[config.mk]
export PLATFORM = sky130hd
export DESIGN_NAME = lph_fifo
export DESIGN_NICKNAME = d
export VERILOG_FILES = /design/src/sv/lph_pkg.sv /design/src/sv/lph_fifo.sv
export SDC_FILE = /design/constraint.sdc
export NUM_CORES = 1
export LEC_CHECK = 0
export BUFFER_PORTS_ARGS = -buffer_cell sky130_fd_sc_hd__buf_2
export CORE_ASPECT_RATIO = 0.6
export CORE_MARGIN = 1
export CORE_UTILIZATION = 45
export DETAILED_ROUTE_END_ITERATION = 10
export GPL_ROUTABILITY_DRIVEN = 0
export PLACE_DENSITY = 0.77
export SETUP_SLACK_MARGIN = 0.15
export SYNTH_ARGS = -nofsm -noshare
export SYNTH_HDL_FRONTEND = slang
export SYNTH_SLANG_ARGS = --single-unit
[constraint.sdc]
create_clock -name clk -period 11.6 [get_ports clk]
set_clock_uncertainty 0.2 [all_clocks]
set_input_delay 1.16 -clock clk [delete_from_list [all_inputs] [get_ports clk]]
set_output_delay 1.16 -clock clk [all_outputs]
set_load 0.02 [all_outputs]
[src/sv/lph_pkg.sv]
// ---------------------------------------------------------------------------
// Linear probe hash table package
// Shared types, request codes, status codes and slot marks.
// ---------------------------------------------------------------------------
package lph_pkg;

	localparam int DefSlotCount = 256;

	// Request codes.
	localparam logic [1:0] REQ_INSERT = 2'd0;
	localparam logic [1:0] REQ_LOOKUP = 2'd1;
	localparam logic [1:0] REQ_DELETE = 2'd2;

	// Status codes.
	localparam logic [2:0] ST_INSERTED  = 3'd0;
	localparam logic [2:0] ST_UPDATED   = 3'd1;
	localparam logic [2:0] ST_FOUND     = 3'd2;
	localparam logic [2:0] ST_NOT_FOUND = 3'd3;
	localparam logic [2:0] ST_DELETED   = 3'd4;
	localparam logic [2:0] ST_FULL      = 3'd5;

	// Slot marks.
	localparam logic [1:0] MARK_EMPTY = 2'd0;
	localparam logic [1:0] MARK_USED  = 2'd1;
	localparam logic [1:0] MARK_TOMB  = 2'd2;

	// One request as it travels from the front part to the back part.
	typedef struct packed {
		logic [1:0]  req_type;
		logic [31:0] key_handle;
		logic [31:0] key_hash;
		logic [63:0] value_in;
	} req_t;

	// One result item.
	typedef struct packed {
		logic [2:0]  status;
		logic [63:0] value_out;
	} res_t;

endpackage

[src/sv/lph_fifo.sv]
// ---------------------------------------------------------------------------
// Linear probe hash table queue
// Two-entry register queue between the front part and the back part.
// ---------------------------------------------------------------------------
module lph_fifo import lph_pkg::*; #(
	parameter int Width = 130
) (
	input  logic             clk,
	input  logic             arst_n,
	input  logic             wr_en,
	input  logic [Width-1:0] wr_data,
	output logic             full,
	input  logic             rd_en,
	output logic [Width-1:0] rd_data,
	output logic             empty
);

	logic [Width-1:0] mem_q [2];
	logic             wp_q;
	logic             rp_q;
	logic [1:0]       cnt_q;

	assign full    = cnt_q == 2'd2;
	assign empty   = cnt_q == 2'd0;
	assign rd_data = mem_q[rp_q];

	// Pointers and fill count.
	always_ff @(posedge clk or negedge arst_n) begin
		if (!arst_n) begin
			wp_q  <= 1'b0;
			rp_q  <= 1'b0;
			cnt_q <= 2'd0;
		end else begin
			if (wr_en && !full) wp_q <= ~wp_q;
			if (rd_en && !empty) rp_q <= ~rp_q;
			cnt_q <= cnt_q + {1'b0, wr_en && !full} - {1'b0, rd_en && !empty};
		end
	end

	// Storage.
	always_ff @(posedge clk) begin
		if (wr_en && !full) mem_q[wp_q] <= wr_data;
	end

	assert property (@(posedge clk) disable iff (!arst_n) cnt_q <= 2'd2)
		else $error("queue count overflow");
	assert property (@(posedge clk) disable iff (!arst_n)
		(full && !(rd_en && !empty)) |=> full)
		else $error("full queue lost an entry");
	assert property (@(posedge clk) disable iff (!arst_n)
		(empty && !wr_en) |=> empty)
		else $error("empty queue gained an entry");

endmodule

==> implementation parameters, run 1 <==
Parameter                              Value

Status
  Run status ... finished, final reports clean

Power and ir drop
  Internal power summed over all cells ... around 0.0022 W
  Proportion of power drawn by the clock network ... 23.3%
  Post-layout power ... between 0.003 and 0.004 W
  Power per Cell Area ... ~270 nW/um^2
  Seq pwr share ... between 40 and 50%
  Combinational share of power ... around 33%
  Static leakage ... between 4 and 5 nW
  Highest ir drop seen on vdd ... ~0.00019 V
  Switching Share ... 32.0%
  Sw power ... ~0.0010 W

STA
  Fraction of the cycle the final worst path needs ... about two fifths
  Number of max-slew violations in the final report ... 0
  FMAX ... between 0.2 and 0.25 GHz
  Slew of the pin with the lowest slew margin ... about 1200 ps
  Setup TNS ... 0 ps
  Max-slew headroom at the worst pin ... 22.7%
  Final hold violations ... 0
  RSZ-0062 raised after global routing ... no
  Count of endpoints failing setup in the final report ... 0
  Final Critical Period ... between 4000 and 5000 ps

GRT
  Global-route wire length before repair ... between 20000 and 30000 um
  Pin count of the biggest net entering global routing ... 73
  Total track usage ... roughly 16%
  Vias in the first global route ... roughly 5k
  Number of antenna violations at the first check in global routing ... 3
  Grt ovf ... 0

Clock tree
  Clock-pin slew on the worst setup and hold paths ... about 60 ps
  Hold bufs inserted after CTS ... 0
  Skew-Pair Late Insertion Delay ... roughly 510 ps
  Gates resized, CTS repair ... 0
  Buffer levels on the longest clock path ... 3
  TritonCTS Sinks ... 264
  Post-CTS Setup Inserts ... 0
  CTS tree ... done
  Inserted Clock Buffers ... 24
  Clock root buffer ... clkbuf_16
  Maximum level of the CTS H-tree ... 1

Floorplan
  Die Ht ... ~120 um
  Die outline area ... ~23000 sq um
  Width of the die ... 194 um
  Core region area ... approximately 21000 sq um
  Row Count ... a little over 40
  Initial core utilization ... between 40% and 50%
  I/O pin count ... between 200 and 300

Logic synthesis
  Post-synth design cell area ... 9950 sq um
  XOR/XNOR Fraction of Synth Area ... 0.352%
  Adder-cell share of the synthesized area ... 0.251%
  Dominant combinational cell family by area after synthesis ... multiplexers
  Simple-gate share of the synthesized area ... less than 1%
  Area fraction in compound gates after synthesis ... 0%
  Mean Syn Cell Area ... roughly 24 sq um
  Fraction of the yosys area taken by sequential cells ... between 70% and 80%
  Post-synthesis mux area share ... 18.1%
  Synth Instances ... 423
  Ys Warns ... 0
  FF+latch count, synth ... around 260
  Count of unique library cells instantiated by Yosys ... 16
  Total nets after synthesis ... about 560

Detailed routing
  Post-route antenna net violation count ... 0
  Count of TritonRoute iterations in the first routing pass ... 4
  Count of unresolved DRC violations after routing ... 0
  Routed wire length per instance ... between 15 and 20 um
  Per-cell via count in the routed design ... slightly below 5
  Final Routed Wirelength ... roughly 19000 um
  Initial DRC Count ... between 200 and 250
  Vias after detailed routing ... 4835

Cells and area
  Number of nets in the finished design ... ~840
  Fraction of layout cells with a size suffix above 1 ... 60.9%
  Layout overhead on the synthesized area ... 23.5%
  Layout Cell Area excl Fill ... around 12000 sq um
  Diodes inserted ... 0
  Final-layout fill cell count ... between 1.5k and 2k

Setup path
  Crit-path max FO ... a little over 70
  Critical path capture point type ... output pin
  Class of the most critical setup path ... reg -> out
  Arrival time worst endpoint ... approximately 3300 ps
  Register-to-Register Path Depth ... 5
  Required time of the critical path ... approximately 10000 ps
  Sort of element at the start of the critical path ... flip-flop

Run
  Number of violations of the max-capacitance limit ... 0

Min path
  Worst hold-check path type ... in -> async

Place
  Post-detailed-placement cell area ... between 10000 and 15000 sq um
  Final HPWL from detailed placement ... between 10000 and 15000 um
  Number of buffers inserted by port buffering ... about 270
==> flip-flops by register name, indices dropped and copies added (netlist names) <==
name / flops
cnt_q: 2
rp_q: 1
wp_q: 1
mem_q: 260
==> power by group through the flow <==
stage | Sequential (W) | Combinational (W) | Clock (W)
final | 0.00142 | 0.00109 | 0.000764
after global routing | 0.00144 | 0.00116 | 0.000816
after CTS | 0.00142 | 0.00111 | 0.000784
after detailed placement | 0.00144 | 0.00110 | 0
after global placement | 0.00142 | 0.00109 | 0
after floorplan | 0.00140 | 0.000866 | 0
==> cells by family after synthesis <==
family	Yosys count
fa+ha+maj	2
flops	264
buf+inv	17
xor+xnor	4
mux	130
simple gates	6
==> critical path, cell delays in order, from the launching register on <==
cell and delay [ps]:
dfrtp_4 1200, buf_4 930, mux2_2 430, buf_2 160
==> layout make-up <==
class / count / area, sq um / area share [%]
clock buffer: 26 / 629 / 5.12
timing repair buffer: 269 / 1360 / 11.0
clock inverter: 18 / 133 / 1.08
sequential: 264 / 7910 / 64.4
multi-input combinational: 142 / 1900 / 15.5
tap: 279 / 349 / 2.84
inverter: 2 / 7.51 / 0.0611
==> stage by stage <==
step | hold slack (ps) | cells | setup slack [ps] | utilization, %
4_1_cts | 225 | 1000 | 6870 | 57.6
6_report | 242 | 1000 | 6960 | 57.6
2_1_floorplan | 261 | 423 | 4120 | -
3_5_place_dp | 320 | 956 | 7430 | 54.0
5_1_grt | 228 | 1000 | 6780 | 57.6
3_3_place_gp | 288 | 956 | 7520 | 54.0
==> worst paths after layout <==
| check | start | to | slack (ps) |
|---|---|---|---|
| worst max-delay path | rp_q | rd_data[29] | 6960 |
| worst min-delay path | arst_n | rp_q | 240 |
| worst max register to register | cnt_q[1] | mem_q[0][41] | 8180 |
| worst min register to register | cnt_q[1] | cnt_q[1] | 340 |
| max in group asynchronous | arst_n | rp_q | 10830 |
| min in group clk | cnt_q[1] | cnt_q[1] | 340 |
==> placed cells by master, fill, tap and decap left out, types with 2 or more instances in the layout <==
cell,instances
dfrtp_1,3
buf_2,265
ha_1,2
inv_1,2
clkinv_1,6
mux2_4,90
edfxtp_1,260
mux2_2,40
buf_4,4
clkbuf_16,25
clkinv_2,10
bufinv_16,2
xnor2_1,3
==> metal layers <==
layer	wire length [um]	GRT usage, %	vias to the layer above
met5	13	0	-
met4	383	4.07	2
met3	1770	6.33	31
met2	8600	25.8	194
met1	7800	19.6	2370
li1	-	-	2238
==> cell usage after synthesis <==
library cell,n,area share (%)
and3_1,1,0.063
buf_2,4,0.20
buf_6,10,1.1
buf_8,1,0.15
dfrtp_1,4,1.0
edfxtp_1,260,78
ha_1,2,0.25
inv_1,2,0.075
mux2_2,40,4.5
mux2_4,90,14
nand2_1,1,0.038
nand2b_1,1,0.063
nor2_1,2,0.075
nor2b_1,1,0.063
xnor2_1,3,0.26
xor2_1,1,0.088
No activity file was read; power rests on OpenSTA's default activity.
==> run 2, diff against run 1 <==
clock period = 4.3 ns   (was 11.6 ns; I/O delays follow)
==> run 2 against run 1 <==
Critical path depth is the same. Clock power rose to 3.2 times the previous value. Total power rose to 2.9 times the previous value. Highest routed layer is now met4.
==> implementation parameters, run 2 (synthesis results as in run 1) <==
Parameter                              Value

STA
  Count of endpoints failing setup in the final report ... 0 (unchanged)
  Fraction of the cycle the final worst path needs ... a little over two thirds
  Max-slew headroom at the worst pin ... 41.4% (was 22.7%)
  Setup TNS ... 0 ps (unchanged)
  RSZ-0062 raised after global routing ... no (unchanged)
  Number of max-slew violations in the final report ... 0 (unchanged)
  Final Critical Period ... ~3000 ps
  Slew of the pin with the lowest slew margin ... 878 ps (was 1160 ps)
  FMAX ... ~0.33 GHz
  Final hold violations ... 0 (unchanged)
  Final hold slack ... 90.2 ps (was 242 ps)

Power and ir drop
  Static leakage ... 5.49 nW (was 4.86 nW)
  Highest ir drop seen on vdd ... 0.000423 V (was 0.000191 V)
  Internal power summed over all cells ... 0.00645 W (was 0.00222 W)
  Combinational share of power ... 34.2% (was 33.4%)
  Switching Share ... 31.2% (was 32.0%)
  Post-layout power ... 0.00939 W (was 0.00327 W)
  Seq pwr share ... 39.8% (was 43.3%)
  Power per Cell Area ... 680 nW/um^2 (was 266 nW/um^2)
  Sw power ... 0.00293 W (was 0.00105 W)
  Proportion of power drawn by the clock network ... 26.0% (was 23.3%)

Setup path
  Ordered cell list for the critical path ... buf_4 -> mux2_2 -> buf_2 (unchanged)
  Sort of element at the start of the critical path ... flip-flop (unchanged)
  Crit-path max FO ... 33 (was 72)
  Critical path capture point type ... output pin (unchanged)
  Slowest cell delay on critical path ... 730 ps (was 1200 ps)
  Required time of the critical path ... 3670 ps (was 10240 ps)
  Critical-path cell with the highest stage delay ... dfrtp_4 (unchanged)
  Arrival time worst endpoint ... 2370 ps (was 3280 ps)
  Class of the most critical setup path ... reg -> out (unchanged)

Detailed routing
  Count of TritonRoute iterations in the first routing pass ... 4 (unchanged)
  Count of unresolved DRC violations after routing ... 0 (unchanged)
  Final Routed Wirelength ... 21400 um (was 18600 um)
  Per-cell via count in the routed design ... 4.83 (was 4.84)
  Post-route antenna net violation count ... 0 (unchanged)
  Initial DRC Count ... 259 (was 210)
  Vias after detailed routing ... 5463 (was 4835)
  Routed wire length per instance ... 18.9 um (was 18.6 um)

Run
  Number of violations of the max-capacitance limit ... 0 (unchanged)

GRT
  Pin count of the biggest net entering global routing ... 98 (was 73)
  Number of antenna violations at the first check in global routing ... 0 (was 3)
  Total track usage ... 18.5% (was 15.7%)
  Global-route wire length before repair ... 32100 um (was 27400 um)
  Vias in the first global route ... 5805 (was 4998)
  Grt ovf ... 0 (unchanged)

Status
  Run status ... finished, final reports clean (unchanged)

Cells and area
  Number of nets in the finished design ... 972 (was 839)
  Layout overhead on the synthesized area ... 38.7% (was 23.5%)
  Area of combinational cells with multiple inputs ... 1900 sq um (unchanged)
  Register cell area after layout ... 7910 sq um (unchanged)
  Most frequent cells in the layout ... buf_2 (265), edfxtp_1 (260), dlygate4sd3_1 (131) (was buf_2 (265), edfxtp_1 (260), mux2_4 (90))
  Layout Cell Area excl Fill ... 13800 sq um (was 12300 sq um)
  Fraction of layout cells with a size suffix above 1 ... 51.6% (was 60.9%)
  Diodes inserted ... 0 (unchanged)
  Largest registers ... mem_q: 260 flops, cnt_q: 2 flops (unchanged)
  Final-layout fill cell count ... 1413 (was 1613)
  Flip-flop count of the largest register after layout ... 260 (unchanged)
  Most common cell after layout, fill and taps aside ... buf_2 (unchanged)
  Largest reg by FF count ... mem_q (unchanged)

Place
  Post-detailed-placement cell area ... 11600 sq um (was 11500 sq um)
  Number of buffers inserted by port buffering ... 265 (unchanged)
  Final HPWL from detailed placement ... 12700 um (was 12500 um)

Clock tree
  Clock root buffer ... clkbuf_16 (unchanged)
  Maximum level of the CTS H-tree ... 1 (unchanged)
  Clock-pin slew on the worst setup and hold paths ... 70 ps (was 60 ps)
  TritonCTS Sinks ... 264 (unchanged)
  Buffer levels on the longest clock path ... 3 (unchanged)
  Inserted Clock Buffers ... 25 (was 24)
  CTS tree ... done (unchanged)
  Gates resized, CTS repair ... 0 (unchanged)
  Skew-Pair Late Insertion Delay ... 490 ps (was 510 ps)

Floorplan
  Row Count ... 41 (unchanged)
  Die Ht ... 117 um (unchanged)
  I/O pin count ... 266 (unchanged)
  Initial core utilization ... 46.6% (unchanged)
  Core region area ... 21300 sq um (unchanged)
  Width of the die ... 194 um (unchanged)
  Die outline area ... 22700 sq um (unchanged)

Min path
  Worst hold-check path type ... in -> async (unchanged)
## run 2: what timing repair did
item / 4_1_cts / 5_1_grt
setup buffers: 0 / 0
hold buffers: 131 / 0
endpoints found under the hold margin: 264 / 0
## run 2: through the flow
stage	cells	util, %	worst slack, ps
3_3_place_gp	957	54.2	1880
6_report	1132	64.7	1300
4_1_cts	1132	64.7	1270
2_1_floorplan	423	-	1130
5_1_grt	1132	64.7	1200
3_5_place_dp	957	54.2	1840
## run 2: power groups by stage
stage | Clock [W] | Sequential (W) | Combinational (W)
finish | 0.00244 | 0.00374 | 0.00321
global route | 0.00259 | 0.00379 | 0.00338
CTS | 0.00248 | 0.00374 | 0.00321
detailed placement | 0 | 0.00379 | 0.00310
global placement | 0 | 0.00375 | 0.00305
floorplan | 0 | 0.00370 | 0.00234
## run 2: worst paths after layout
check / startpoint / to / slack, ps / cells past startpoint
max: rp_q / rd_data[17] / 1300 / 3
max reg2reg: cnt_q[1] / mem_q[1][37] / 1950 / 3
min reg2reg: cnt_q[1] / cnt_q[1] / 320 / 1
min in group clk: wr_en / wp_q / 110 / 3
min: arst_n / rp_q / 90 / 2
max in group asynchronous: arst_n / rp_q / 3660 / 2
## run 2: layer usage
layer / global-route usage [%] / routed length (um) / vias to the layer above
met4: 3.70 / 322 / 0
met2: 31.9 / 10400 / 218
met3: 4.67 / 1550 / 25
met5: 0 / 0 / -
li1: - / - / 2502
met1: 24.1 / 9090 / 2718
## run 2: final cells by class
class | count | area share, %
sequential | 264 | 57.3
timing repair buffer | 401 | 19.7
multi-input combinational | 142 | 13.8
clock buffer | 27 | 4.59
tap | 279 | 2.53
clock inverter | 17 | 2.08
inverter | 2 | 0.0544
## run 2: critical path: cells and delay by family, from the launching register on
kind	cells	cell delay, ps
buffers and inverters	2	690
DFF	1	730
muxes	1	420
